`config.mk`:
```
export PLATFORM = sky130hd
export DESIGN_NAME = dbc_merge
export DESIGN_NICKNAME = d
export VERILOG_FILES = /design/src/hw/rtl/dbc_pkg.sv /design/src/hw/rtl/dbc_merge.sv
export SDC_FILE = /design/constraint.sdc
export NUM_CORES = 1
export LEC_CHECK = 0
export ABC_AREA = 0
export BUFFER_PORTS_ARGS = -buffer_cell sky130_fd_sc_hd__buf_2
export CAP_MARGIN = 20
export CORE_UTILIZATION = 25
export CTS_CLUSTER_DIAMETER = 50
export CTS_CLUSTER_SIZE = 25
export DETAILED_ROUTE_END_ITERATION = 8
export SLEW_MARGIN = 40
export SYNTH_ARGS = -nofsm -noshare
export SYNTH_HDL_FRONTEND = slang
export SYNTH_SLANG_ARGS = --single-unit
```
`constraint.sdc`:
```
create_clock -name clk_i -period 9.51 [get_ports clk_i]
set_input_delay 1.4265 -clock clk_i [delete_from_list [all_inputs] [get_ports clk_i]]
set_output_delay 1.4265 -clock clk_i [all_outputs]
set_load 0.01 [all_outputs]
```
`src/hw/rtl/dbc_pkg.sv`:
```
package dbc_pkg;

  localparam int DEF_MAX_POINTS = 64;
  localparam int DEF_MAX_DIMS   = 4;
  localparam int DEF_COORD_BITS = 16;

  localparam int IN_FIELD_W  = 16;
  localparam int IN_FIELDS   = 4;
  localparam int IN_DATA_W   = IN_FIELD_W * IN_FIELDS;
  localparam int OUT_DATA_W  = 32;

  localparam int EPS_W      = 16;
  localparam int MINPTS_W   = 7;
  localparam int DIMS_W     = 3;
  localparam int CFG_IDX_W  = 2;
  localparam int CFG_DATA_W = 16;
  localparam int LBL_W      = 7;
  localparam int TOT_W      = 7;
  localparam int PIDX_W     = 6;

  localparam logic [EPS_W-1:0]    EPS_RST    = 16'd256;
  localparam logic [MINPTS_W-1:0] MINPTS_RST = 7'd4;
  localparam logic [DIMS_W-1:0]   DIMS_RST   = 3'd2;
  localparam logic [LBL_W-1:0]    LBL_NOISE  = 7'h7F;

  typedef enum logic [CFG_IDX_W-1:0] {
    CFG_EPS    = 2'd0,
    CFG_MINPTS = 2'd1,
    CFG_ADAPT  = 2'd2,
    CFG_DIMS   = 2'd3
  } cfg_reg_e;

  typedef enum logic [4:0] {
    S_LOAD,
    S_START,
    S_LONE,
    S_BASE,
    S_BASEW,
    S_RROW,
    S_RCAND,
    S_RCW,
    S_RCNT,
    S_RCHK,
    S_RWR,
    S_OUTER,
    S_NEXT,
    S_NBR,
    S_DEC,
    S_PUSH,
    S_POP,
    S_POPW,
    S_OUT_RD,
    S_OUT_SHOW
  } state_e;

endpackage

```
`src/hw/rtl/dbc_merge.sv`:
```
module dbc_merge #(
  parameter int MAX_DIMS   = dbc_pkg::DEF_MAX_DIMS,
  parameter int COORD_BITS = dbc_pkg::DEF_COORD_BITS
) (
  input  logic                             clk_i,
  input  logic [MAX_DIMS*2*COORD_BITS-1:0] sq_i,
  output logic [2*COORD_BITS+1:0]          sum_o
);

  localparam int SQ_W  = 2 * COORD_BITS;
  localparam int SUM_W = SQ_W + 2;

  logic [SUM_W-1:0] sum_d, sum_q;

  always_comb begin
    sum_d = '0;
    for (int d = 0; d < MAX_DIMS; d++) begin
      sum_d = sum_d + SUM_W'(sq_i[d*SQ_W +: SQ_W]);
    end
  end

  always_ff @(posedge clk_i) begin
    sum_q <= sum_d;
  end

  assign sum_o = sum_q;

endmodule

```
======== After elaboration in Yosys (flattened, before gate mapping) ========
Cells that the tools add are included.
storage, ports and cells
  flip-flop bits (word level) ............. 34
  input bits .............................. 129
  output and inout bits ................... 34
  logic and storage cells ................. 4
operators by class
  add/sub/neg operators ................... 3
operators by type and width
  kind              count
  $add A33 B32 Y34  1
  $add A34 B32 Y34  1
  $add A32 B32 Y33  1

======== Depth between registers and ports, before layout ========
  word-level depth ........................ 3
  mapped depth ............................ 13
  depth with buffers taken out ............ 12

======== Least setup slack after synthesis ========
No wires, ideal clock.
  path type ............................... input -> register
  start point ............................. input port sq_i[1]
  end point ............................... register sum_q[27], in the netlist sum_o[27]
  setup time .............................. 0.123 ns
  arrival time ............................ 4.396 ns
  required time ........................... 9.387 ns
  setup slack ............................. 4.990 ns
  stages .................................. 11
  path buffers ............................ 0
  cell sequence ........................... fa_1 > fa_1 > ha_1 > fa_1 > a21o_1 > a221oi_2 > o21ai_2 > a41o_2 > a41oi_2 > o21bai_1 > xor2_1
between the ends
  word-level cells in the longest chain between the ends .. 3
RTL lines
  what                  line             RTL
  from (decl)           dbc_merge.sv:6   input logic [MAX_DIMS*2*COORD_BITS-1:0] sq_i,
  $add A32 B32 Y33      dbc_merge.sv:18  sum_d = sum_d + SUM_W'(sq_i[d*SQ_W +: SQ_W]);
  $add A33 B32 Y34      dbc_merge.sv:18
  $add A34 B32 Y34      dbc_merge.sv:18
  via sum_d[27]         dbc_merge.sv:13  logic [SUM_W-1:0] sum_d, sum_q;
  to (signal assigned)  dbc_merge.sv:23  sum_q <= sum_d;
  to (decl)             dbc_merge.sv:13
The timed path passes the listed nets, and every way through them passes these cells.

======== Worst setup path in the final report ========
Same ends and word-level chain as after synthesis.

==> Flow_metrics.wiki <==
{| class="wikitable"
! Metric !! Value
|-
| ANT nets after route || 0
|-
| Initial standard-cell utilization of the core || 25.6%
|-
| Aggregate negative setup slack || 0 ns
|-
| H-tree lvl count || 2
|-
| Max frequency || 220 MHz
|-
| Wire length per cell || 10.6 µm
|-
| CTS tree || yes
|-
| Library cell appearing most often on the critical path || fa_1
|-
| Overflow left after global routing || 0
|-
| Unrepaired setup endpoints after global routing || false
|-
| PostCTS Resize Cnt || 0
|-
| All-layer global routing usage || 11.5%
|-
| Total cell area at the placement stage || 5320 µm²
|-
| DPL Wire Length || 8470 µm
|-
| IO buf count || 162
|-
| Number of cells in the design after placement || 866
|-
| Post-synthesis instance area || 4250 µm²
|-
| Largest net degree at the start of global routing || 11
|-
| Clock buffers created by TritonCTS || 5
|-
| Total clock sinks || 34
|-
| Gp weighted congestion || 0.784
|-
| Cell count after synthesis || 486
|-
| Leakage power || 3.17 nW
|-
| Ratio of total power to cell area || 212 nW/µm²
|-
| Antenna violations before repair || 0
|-
| Data required time of the critical path || 9.67 ns
|-
| First-pass GRT wire length || 16300 µm
|-
| Type of the worst setup path || input pin to flip-flop
|-
| Design area || 5460 µm²
|-
| Slowest cell delay on critical path || 0.56 ns
|-
| Slew at the pin with the worst max-slew slack || 0.437 ns
|-
| Worst-path fanout max || 4
|-
| Via count of the first global-routing pass || 3713
|-
| Count of inserted antenna diode cells || 0
|-
| FILL cells || 1785
|-
| Worst vdd rail ir drop || 0.0908 mV
|-
| Number of placed I/O pins || 163
|-
| Cell with the largest stage delay on the worst path || fa_1
|-
| Crit path buffers/inverters || 1
|-
| Max-cap violation count || 0
|-
| Nets || 879
|-
| Final hold slack || 1.39 ns
|-
| Via count normalized by instance count || 4.03
|-
| Final routed DRC violation total || 0
|-
| Synthesized flop and latch total || 34
|-
| Floorplan die width || 132 µm
|-
| Type of element capturing the critical path || flip-flop
|-
| Clock Pin Slew Worst Setup and Hold Paths || 0.05 ns
|-
| Run status || completed
|-
| Floorplan die height || 132 µm
|-
| Post-layout minimum cycle time || 4.54 ns
|-
| Max FFs per register || 34
|-
| Area delta synth->final || 28.6%
|-
| Maximum root-to-sink buffer count || 2
|-
| Total nets after synthesis || 712
|-
| Area enclosed by the die boundary || 17500 µm²
|-
| Worst max-slew margin expressed relative to the limit || 70.6%
|-
| Number of endpoints with negative hold slack in the final report || 0
|-
| Sequential cell area fraction in the yosys report || 16.0%
|-
| Violation count after the first detailed-routing iteration || 156
|-
| Synthesized area per cell || 8.74 µm²
|-
| Top cell family by delay on the critical path || adder cells
|-
| Routed via count || 3521
|-
| Root buffer selected by CTS || clkbuf_16
|-
| Leading cell type in the layout, fill and taps excluded || inv_1
|-
| Hold_buf cts || 0
|-
| Number of optimization iterations in the first detailed-route pass || 4
|-
| Hold Path Cell Cnt || 2
|-
| Number of setup buffers added after CTS || 0
|-
| Final setup fails || 0
|-
| Count of synthesis-stage warnings from yosys || 0
|-
| Final slew viol count || 0
|-
| Cell breakdown of the critical path || buf_2, fa_1, fa_1, ha_1, fa_1, a21o_1, a221oi_2, o21ai_2, a41o_2, a41oi_2, o21bai_1, xor2_1
|-
| Min-Delay Path Class || input pin to flip-flop
|-
| Fraction of layout instances using a drive strength above 1 || 28.1%
|-
| Routed wire length || 9300 µm
|-
| Worst setup SP type || input pin
|-
| Final cell count without fillers || 874
|-
| Placeable Area || 16600 µm²
|-
| Critical path depth || 12
|-
| Crit share post-route || 47.8%
|-
| Rows || 47
|-
| Arr. time, crit path || 4.70 ns
|-
| Number of unique standard cell types used by synthesis || 49
|-
| Most used cells in the layout excluding fill and tap cells || 179 x inv_1, 162 x buf_2, 64 x fa_1, 34 x dfxtp_1, 33 x ha_1
|}
kinds of logic after synthesis:
logic type,synth area share [%]
AND/OR/NAND/NOR,5.86
buffers and inverters,16.3
AO/OA/AOI/OAI,16.2
flip-flops,16.0
adder cells (fa/ha/maj),39.9
XOR/XNOR,5.77
through the flow:
stage	power, mW	util (%)	setup slack [ns]
after floorplan	0.780	-	4.99
after global placement	1.01	32.1	4.67
after detailed placement	1.01	32.1	4.63
after CTS	1.18	32.9	4.92
after global routing	1.28	32.9	4.81
final	1.16	32.9	4.97
report_power, final:
group          leakage, nW  internal [mW]  switching, mW
registers            0.287          0.222         0.0172
logic                 2.81          0.333          0.423
clock network       0.0739          0.104         0.0590
total                 3.17          0.659          0.499
area by class of cell:
class                           count  area, µm²  share of cell area, %
Clock buffer                        7        143                   2.61
Timing Repair Buffer              162        811                   14.8
Sequential cell                    34        681                   12.5
Inverter                          179        672                   12.3
Tap cell                          220        275                   5.04
Multi-Input combinational cell    271       2880                   52.7
Clock inverter                      1       5.00                 0.0916
cells in the mapped netlist (all sizes together):
library cell	count	area share (%)
xor2	8	1.6
nand3	6	0.71
a211oi	3	0.77
a311oi	1	0.21
nand4	4	0.59
buf	2	0.44
nand2b	2	0.29
nor3	4	0.47
a221o	2	0.50
inv	179	16
a32oi	1	0.21
a21o	20	3.6
a31oi	3	0.59
o31a	2	0.44
a211o	2	0.41
nor4	1	0.15
a41oi	1	0.38
nand2	14	1.2
o211a	1	0.24
o21ai	12	1.5
a21oi	26	3.1
a2bb2oi	1	0.35
ha	33	9.7
and2	3	0.47
and3	4	0.71
xnor2	20	4.1
a41o	1	0.26
o21bai	7	1.2
a221oi	1	0.35
o211ai	2	0.47
fa	64	30
dfxtp	34	16
o41ai	3	0.80
nor2	14	1.2
o21a	2	0.35
a21boi	2	0.35
o31ai	1	0.18
path summary, 6_finish.rpt:
check / from / endpoint / slack [ns]
min: sq_i[96] / sum_o[0] / 1.39
max: sq_i[1] / sum_o[27] / 4.97
layer usage:
metal	track usage, %	wire [µm]	vias up
li1	-	-	1808
met1	14.3	4160	1596
met2	20.1	4440	112
met3	3.08	659	5
met4	1.47	45	0
met5	0	0	-
(Power assumes the default switching activity.)
