--- config.mk ---
export PLATFORM = sky130hd
export DESIGN_NAME = dbc_lane
export DESIGN_NICKNAME = d
export VERILOG_FILES = /design/src/hw/rtl/dbc_pkg.sv /design/src/hw/rtl/dbc_lane.sv
export SDC_FILE = /design/constraint.sdc
export NUM_CORES = 1
export LEC_CHECK = 0
export ABC_AREA = 0
export BUFFER_PORTS_ARGS = -buffer_cell sky130_fd_sc_hd__buf_2
export CAP_MARGIN = 20
export CORE_ASPECT_RATIO = 0.9
export CORE_UTILIZATION = 25
export CTS_CLUSTER_SIZE = 8
export DETAILED_ROUTE_END_ITERATION = 12
export GPL_ROUTABILITY_DRIVEN = 0
export PLACE_DENSITY = 0.46
export SYNTH_ARGS = -nofsm -noshare
export SYNTH_HDL_FRONTEND = slang
export SYNTH_SLANG_ARGS = --single-unit
--- constraint.sdc ---
create_clock -name clk_i -period 8.64 [get_ports clk_i]
set_input_delay 1.296 -clock clk_i [delete_from_list [all_inputs] [get_ports clk_i]]
set_output_delay 1.296 -clock clk_i [all_outputs]
set_load 0.02 [all_outputs]
--- src/hw/rtl/dbc_pkg.sv ---
package dbc_pkg;

  localparam int DEF_MAX_POINTS = 64;
  localparam int DEF_MAX_DIMS   = 4;
  localparam int DEF_COORD_BITS = 16;

  localparam int IN_FIELD_W  = 16;
  localparam int IN_FIELDS   = 4;
  localparam int IN_DATA_W   = IN_FIELD_W * IN_FIELDS;
  localparam int OUT_DATA_W  = 32;

  localparam int EPS_W      = 16;
  localparam int MINPTS_W   = 7;
  localparam int DIMS_W     = 3;
  localparam int CFG_IDX_W  = 2;
  localparam int CFG_DATA_W = 16;
  localparam int LBL_W      = 7;
  localparam int TOT_W      = 7;
  localparam int PIDX_W     = 6;

  localparam logic [EPS_W-1:0]    EPS_RST    = 16'd256;
  localparam logic [MINPTS_W-1:0] MINPTS_RST = 7'd4;
  localparam logic [DIMS_W-1:0]   DIMS_RST   = 3'd2;
  localparam logic [LBL_W-1:0]    LBL_NOISE  = 7'h7F;

  typedef enum logic [CFG_IDX_W-1:0] {
    CFG_EPS    = 2'd0,
    CFG_MINPTS = 2'd1,
    CFG_ADAPT  = 2'd2,
    CFG_DIMS   = 2'd3
  } cfg_reg_e;

  typedef enum logic [4:0] {
    S_LOAD,
    S_START,
    S_LONE,
    S_BASE,
    S_BASEW,
    S_RROW,
    S_RCAND,
    S_RCW,
    S_RCNT,
    S_RCHK,
    S_RWR,
    S_OUTER,
    S_NEXT,
    S_NBR,
    S_DEC,
    S_PUSH,
    S_POP,
    S_POPW,
    S_OUT_RD,
    S_OUT_SHOW
  } state_e;

endpackage

--- src/hw/rtl/dbc_lane.sv ---
module dbc_lane #(
  parameter int COORD_BITS = dbc_pkg::DEF_COORD_BITS
) (
  input  logic                      clk_i,
  input  logic                      en_i,
  input  logic [COORD_BITS-1:0]     a_i,
  input  logic [COORD_BITS-1:0]     b_i,
  output logic [2*COORD_BITS-1:0]   sq_o
);

  logic signed [COORD_BITS:0]     diff;
  logic        [COORD_BITS-1:0]   mag;
  logic        [2*COORD_BITS-1:0] sq_d, sq_q;

  always_comb begin
    diff = $signed({a_i[COORD_BITS-1], a_i}) - $signed({b_i[COORD_BITS-1], b_i});
    mag  = diff[COORD_BITS] ? COORD_BITS'(-diff) : diff[COORD_BITS-1:0];
    sq_d = en_i ? mag * mag : '0;
  end

  always_ff @(posedge clk_i) begin
    sq_q <= sq_d;
  end

  assign sq_o = sq_q;

endmodule

# == After elaboration in Yosys (flattened, before gate mapping) ==
# Index checks and enable logic that the tools add are counted.
# classes
add_sub_neg,2
multipliers,1
mux,1
# op_table
cell,count
$mul 16x16->32,1
$sub 16x16->17,1
$mux 16,1
$neg 16->16,1
# totals
regBits,32
inputBits,34

# == Longest topological paths before layout ==
# Gate-level depths: netlist (run 1).
# logic_depth
depth_word,4
depth_mapped,39

# == Worst setup path before layout (run 1) ==
# OpenSTA, ideal clock, no wires.
# synth_timing
path_type,input port to flip-flop
start,input port a_i[0]
end,register sq_q[31] (netlist: sq_o[31])
setup_ns,0.115
arrival_time_ns,9.272
setup_slack_ns,-0.747
cell_stages,33
path_buffers,0
cell_sequence,inv_1 -> ha_1 -> fa_1 -> nor2b_4 -> o22ai_2 -> xnor2_1 -> a211oi_2 -> nand4_2 -> nor4_1 -> a21oi_1 -> xor2_1 -> inv_2 -> nand2_1 -> fa_1 -> fa_1 -> inv_1 -> fa_1 -> fa_1 -> fa_1 -> inv_1 -> fa_1 -> inv_1 -> ha_1 -> a21o_1 -> a21oi_1 -> o21ai_0 -> a22o_1 -> a41o_1 -> o21a_1 -> a221oi_1 -> xor2_1 -> nand4_1 -> and3b_1
# synth_between
elab_chain_cells,4
# synth_rtl
item,line,source
start: declaration,dbc_lane.sv:6,"input logic [COORD_BITS-1:0] a_i,"
$sub 16x16->17 (*),dbc_lane.sv:16,"diff = $signed({a_i[COORD_BITS-1], a_i}) - $signed({b_i[COORD_BITS-1], b_i});"
$neg 16->16,dbc_lane.sv:17,mag = diff[COORD_BITS] ? COORD_BITS'(-diff) : diff[COORD_BITS-1:0];
$mux 16 (*),dbc_lane.sv:17,
$mul 16x16->32 (*),dbc_lane.sv:18,sq_d = en_i ? mag * mag : '0;
end signal: assignment,dbc_lane.sv:22,sq_q <= sq_d;
end: declaration,dbc_lane.sv:13,"logic [2*COORD_BITS-1:0] sq_d, sq_q;"
# Mark *: on every way between the ends. The rest lies on a longest branch, timed or not.
# A chain may end at the register's enable or synchronous reset.

# == Worst setup path in the final report (run 1) ==
# Same ends and word-level chain as after synthesis.

==> impl_metrics.toml, run 1 <==
[synth]
synth_xor_xnor_area_share = 0.0463
yosys_warnings = 0
muxShareOfSynthArea = 0.00215
ys_ff_latch = 31
syn_area_sq_um = 9320
synth-simple-area-share = 0.162
synth_edf_count = 0
synth_top_family_by_area = "adder cells"
synth_async_sr_flop_share = 0
synth_cell_types = 69
synth_ff_type = "dfxtp_1"
synthAdderAreaFrac = 0.506
postSynthAreaPerCell_sq_um = 8.59
seq_area_frac_synth = 0.0666
syn_inst = 1086
synth_compound_area_frac = 0.102
syn-num-nets = 1397

[sta]
drv_slew = 0
rsz0062_at_grt = "yes"
finalSetupTns_ps = -772
setup_viol_count_final = 7
slew_headroom = 0.628
worst_pin_slew_ps = 558
fin_ws_ps = -308
timing.fmax_ghz = 0.112
hold_violations = 0
fin_crit_sh = 1.04
period_minus_slack_ps = 8950

[global_route]
track_usage = 0.146
grt_pass1_vias = 8924
antenna_found_initial = 0
grt_pass1_wl_microns = 44000
grt_max_degree = 33
gr-total-overflow = 0

[setup_path]
path_common_cell = "fa_1"
worstPathRequired_ps = 8850
crit_arrival_ps = 9160
cp-start-kind = "primary input"
critical-path-max-stage-delay_ps = 580
slowest_stage = "fa_1"
path_class = "primary input to register"
crit_path_end_kind = "register"
crit_fanout = 3

[clocking]
cts-hold-fix-buffers = 0
cts_buffer_depth = 2
cts.sinks = 31
cts_made_buffers = 5
cts_tree = "built"
cts_root_buf = "clkbuf_16"
cts.clk_slew.worst_paths_ps = 70
cts_max_level = 2

[drt]
vias_per_cell = 4.34
drtPass1Iterations = 4
via_count = 8200
wirelength_microns = 25800
drc = 0
ant_nets = 0
wl_per_cell_microns = 13.6
drt_iter0_markers = 239

[floorplan]
die_w_microns = 206
io_pins = 66
die-height_microns = 185
initial_core_util = 0.256
core_area_sq_um = 36400
num_rows = 66
fp.dieArea_sq_um = 38100

[finish]
nets = 1726
diodes = 0
synthToLayoutAreaGrowth_pct = 45.3
largest_reg_flops = 31
drive_above_1_share = 0.375
final_area_sq_um = 13500
fill_cells = 3698
post_layout_nonfiller_instances = 1891
multiInputGateArea_sq_um = 8570
layout_common_cells = "260 x buf_4, 222 x inv_1, 159 x fa_1, 102 x nor2_1, 94 x ha_1"
layout.cells.most_common = "buf_4"
seq_area_sq_um = 621

[placement]
place_ws_ps = -985
place_area_sq_um = 12200
port-buffer-count = 64
dpl.hpwl_microns = 21200
dp.cells = 1822

[min_path]
worstHoldEndpoint = "sq_o[30]"
hold_path.class = "primary input to register"
holdCritStartpoint = "en_i"
min_path_cells = 3

[outcome]
status = "complete, but fails checks"
violations = "setup timing"

[flow_run]
drv_cap = 0
-- stage by stage --
step                hold slack (ps)  utilization
finish                         1510        0.372
global route                   1600        0.372
CTS                            1540        0.360
detailed placement             1710        0.336
global placement               1710        0.336
floorplan                      1450            -
-- kinds of logic (layout without fill, tap and decap cells) --
| group | Yosys count | in the layout |
|---|---|---|
| flip-flops | 31 | 31 |
| multiplexers | 2 | 2 |
| AO/OA/AOI/OAI | 136 | 136 |
| other | 1 | 1 |
| XOR/XNOR | 45 | 45 |
| adder cells (fa/ha/maj) | 277 | 277 |
| buffers and inverters | 273 | 602 |
| AND/OR/NAND/NOR | 321 | 321 |
-- worst max-delay path, delay by kind of cell --
kind                     cells  cell delay [ps]
XOR/XNOR                     3              670
AND/OR/NAND/NOR              6              980
AO/OA/AOI/OAI               10             1790
adder cells (fa/ha/maj)      9             3760
buffers and inverters        7              660
-- worst max-delay path by stage --
stage	from	slack (ps)	cells past startpoint	endpoint
floorplan	a_i[0]	-120	32	sq_o[31]
global placement	a_i[0]	-900	32	sq_o[31]
detailed placement	a_i[0]	-990	33	sq_o[31]
CTS	a_i[0]	-300	36	sq_o[31]
global route	a_i[0]	-600	37	sq_o[31]
finish	a_i[0]	-310	35	sq_o[31]
-- routing by layer --
metal  share of wire  track usage  wire length, microns  vias to the layer above
met1            0.46        0.189                 11900                     4066
met2            0.51        0.262                 13200                       74
met5               0            0                     0                        -
met4          0.0091       0.0193                   235                        0
li1                -            -                     -                     4040
met3           0.018       0.0174                   473                       20
-- cells in the mapped netlist (3+ instances only) --
cell      count  area [sq um]
inv_1       236           886
xnor2_2       5          81.3
and2_1       23           144
a221oi_1      3          26.3
nor3_1       16          80.1
o21a_1        8          60.1
a21oi_1      30           150
clkinv_1      3          11.3
xnor2_1      22           193
nand4_1       5          31.3
nor2_1      112           420
o21ai_1       4          20.0
a31oi_1       8          50.1
a22oi_1       4          30.0
and3b_1       5          43.8
o21ai_0      24           120
dfxtp_1      31           621
or3_1         5          31.3
nand3_1      16          80.1
fa_1        167          3340
a21o_1       22           165
clkbuf_1     14          52.6
buf_2        12          60.1
and3_1        9          56.3
o211ai_1      3          22.5
xor2_1       18           158
nand2_1      89           334
a211oi_1      5          37.5
inv_2         4          15.0
a211oi_2      3          37.5
nor2b_1       4          25.0
or2_2         6          37.5
nand2b_1     16           100
ha_1        110          1380
-- what timing repair did --
action	4_1_cts	5_1_grt
endpoints found under the setup margin	14	14
pin swaps	70	70
gates resized for setup	73	67
gates cloned	1	0
buffers inserted	47	18
-- layout make-up --
| class | count | area share |
|---|---|---|
| repair buffers | 352 | 0.198 |
| well taps | 476 | 0.0440 |
| clock inverters | 1 | 0.000369 |
| inverters | 243 | 0.0696 |
| flip-flops and latches | 31 | 0.0458 |
| clock buffers | 6 | 0.0103 |
| multi-input cells | 782 | 0.632 |
Power of run 1 is not shown: default switching activity piles up to over one toggle a cycle in this logic, so the estimate is an artifact.
==> run 2, diff against run 1 <==
- ABC_AREA: 0 -> 1
- PLACE_DENSITY: 0.46 -> unset
- PLACE_DENSITY_LB_ADDON: unset -> 0.2
- SKIP_CTS_REPAIR_TIMING: unset -> 1
==> run 2 against run 1 <==
The flow now finishes without violations; utilization down 5.8 points; final cell count up 5.7%; setup slack better by 800 ps; routed wire length down 1.5%; fmax up 9.8%; sequential share of layout area up 0.56 points; non-clock buffer count down 154; critical path type unchanged; critical endpoint unchanged.
==> impl_metrics.toml, run 2 <==
[synth]
syn-num-nets = 1597
syn_inst = 1286
yosys.area.top_type = "fa_1"
syn_area_sq_um = 9800
postSynthAreaPerCell_sq_um = 7.62
seq_area_frac_synth = 0.0633
yosys_warnings = 0
synth_common_cells = "340 x inv_1, 232 x nand2_1, 167 x fa_1"
synth_async_sr_flop_share = 0
synth_edf_count = 0
synth_cell_types = 49
yosysTopAreaCellShare = 0.341
synth_area_leaders = "fa_1 34%, ha_1 14%, inv_1 13%"
ys_ff_latch = 31
synth_most_common_cell = "inv_1"
synth_ff_type = "dfxtp_1"

[min_path]
hold_path.class = "primary input to register"
holdCritStartpoint = "en_i"
min_path_cells = 3
worstHoldEndpoint = "sq_o[4]"

[sta]
setup_viol_count_final = 0
hold_slack_ps = 1450
fin_crit_sh = 0.943
hold_violations = 0
period_minus_slack_ps = 8150
slew_headroom = 0.620
drv_slew = 0
timing.fmax_ghz = 0.123
worst_pin_slew_ps = 569

[finish]
layout.cells.most_common = "inv_1"
layout_common_cells = "339 x inv_1, 224 x nand2_1, 166 x fa_1, 127 x buf_4, 107 x nor2_1"
utilization = 0.314
drive_above_1_share = 0.226
synthToLayoutAreaGrowth_pct = 23.2
nets = 1783
fill_cells = 4287
diodes = 0
largest_reg_flops = 31

[clocking]
cts.clk_slew.worst_paths_ps = 60
cts_root_buf = "clkbuf_16"
cts.sinks = 31
cts_tree = "built"
cts_buffer_depth = 2
cts_made_buffers = 5
cts_max_level = 2

[setup_path]
path_class = "primary input to register"
crit_arrival_ps = 8370
crit_path_end_kind = "register"
crit_fanout = 6
cp-start-kind = "primary input"
slowest_stage = "fa_2"
worstPathRequired_ps = 8870
critical-path-max-stage-delay_ps = 620

[floorplan]
initial_core_util = 0.255
io_pins = 66
die-height_microns = 190
core_area_sq_um = 38500
fp.dieArea_sq_um = 40000
num_rows = 68
die_w_microns = 211

[drt]
vias_per_cell = 4.19
via_count = 8377
drtPass1Iterations = 5
ant_nets = 0
drt_iter0_markers = 389
wl_per_cell_microns = 12.7
wirelength_microns = 25400
drc = 0

[global_route]
antenna_found_initial = 0
grt_max_degree = 21
grt_pass1_vias = 9007
grt_pass1_wl_microns = 44100
track_usage = 0.138
gr-total-overflow = 0

[flow_run]
drv_cap = 0

[outcome]
status = "finished, final reports clean"

[placement]
dpl.hpwl_microns = 22500
port-buffer-count = 64
run 2: worst max-delay path by stage:
stage / startpoint / cells after the start / slack (ps) / to
final: a_i[0] / 37 / 490 / sq_o[31]
after global routing: a_i[0] / 37 / -30 / sq_o[31]
after CTS: a_i[0] / 34 / -130 / sq_o[25]
after detailed placement: a_i[0] / 34 / -410 / sq_o[25]
after global placement: a_i[0] / 34 / -440 / sq_o[25]
after floorplan: a_i[0] / 33 / 490 / sq_o[25]
run 2: area by class of cell:
cell class | instances | area [sq um] | share of cell area
Sequential cell | 31 | 621 | 0.0514
Inverter | 371 | 1400 | 0.116
Multi-Input combinational cell | 865 | 7870 | 0.651
Tap cell | 525 | 657 | 0.0544
Timing Repair Buffer | 198 | 1380 | 0.114
Clock buffer | 7 | 153 | 0.0126
Clock inverter | 1 | 7.51 | 0.000622
run 2: metrics by stage:
stage / std cells / cell area [sq um] / setup TNS, ps / setup slack, ps
after floorplan: 1286 / 9800 / 0 / 487
after global placement: 1982 / 11600 / -985 / -441
after detailed placement: 1982 / 11600 / -1130 / -408
after CTS: 1990 / 11800 / -129 / -129
after global routing: 1998 / 12100 / -25.3 / -25.3
final: 1998 / 12100 / 0 / 493
run 2: worst max-delay path, delay by kind of cell:
family,cells,cell delay (ps)
AOI/OAI and AO/OA,4,720
and+or+nand+nor,14,1280
buffers and inverters,9,660
adders and majority gates,10,4410
run 2: cells by family (layout without fill, tap and decap cells):
logic type,count (synthesis),after routing,share of synthesized area
AND/OR/NAND/NOR,451,451,0.209
buffers and inverters,390,577,0.156
adder cells (fa/ha/maj),277,277,0.481
AO/OA/AOI/OAI,123,123,0.0731
flip-flops,31,31,0.0633
XOR/XNOR,13,13,0.0170
other,1,1,0.000383
run 2: layer usage:
layer / global-route usage / part of all wire / vias up
met3: 0.0152 / 0.028 / 8
met2: 0.248 / 0.50 / 90
li1: - / - / 4193
met5: 0 / 0 / -
met1: 0.183 / 0.47 / 4086
met4: 0.0100 / 0.0041 / 0
Power of run 2 is left out for the same reason.
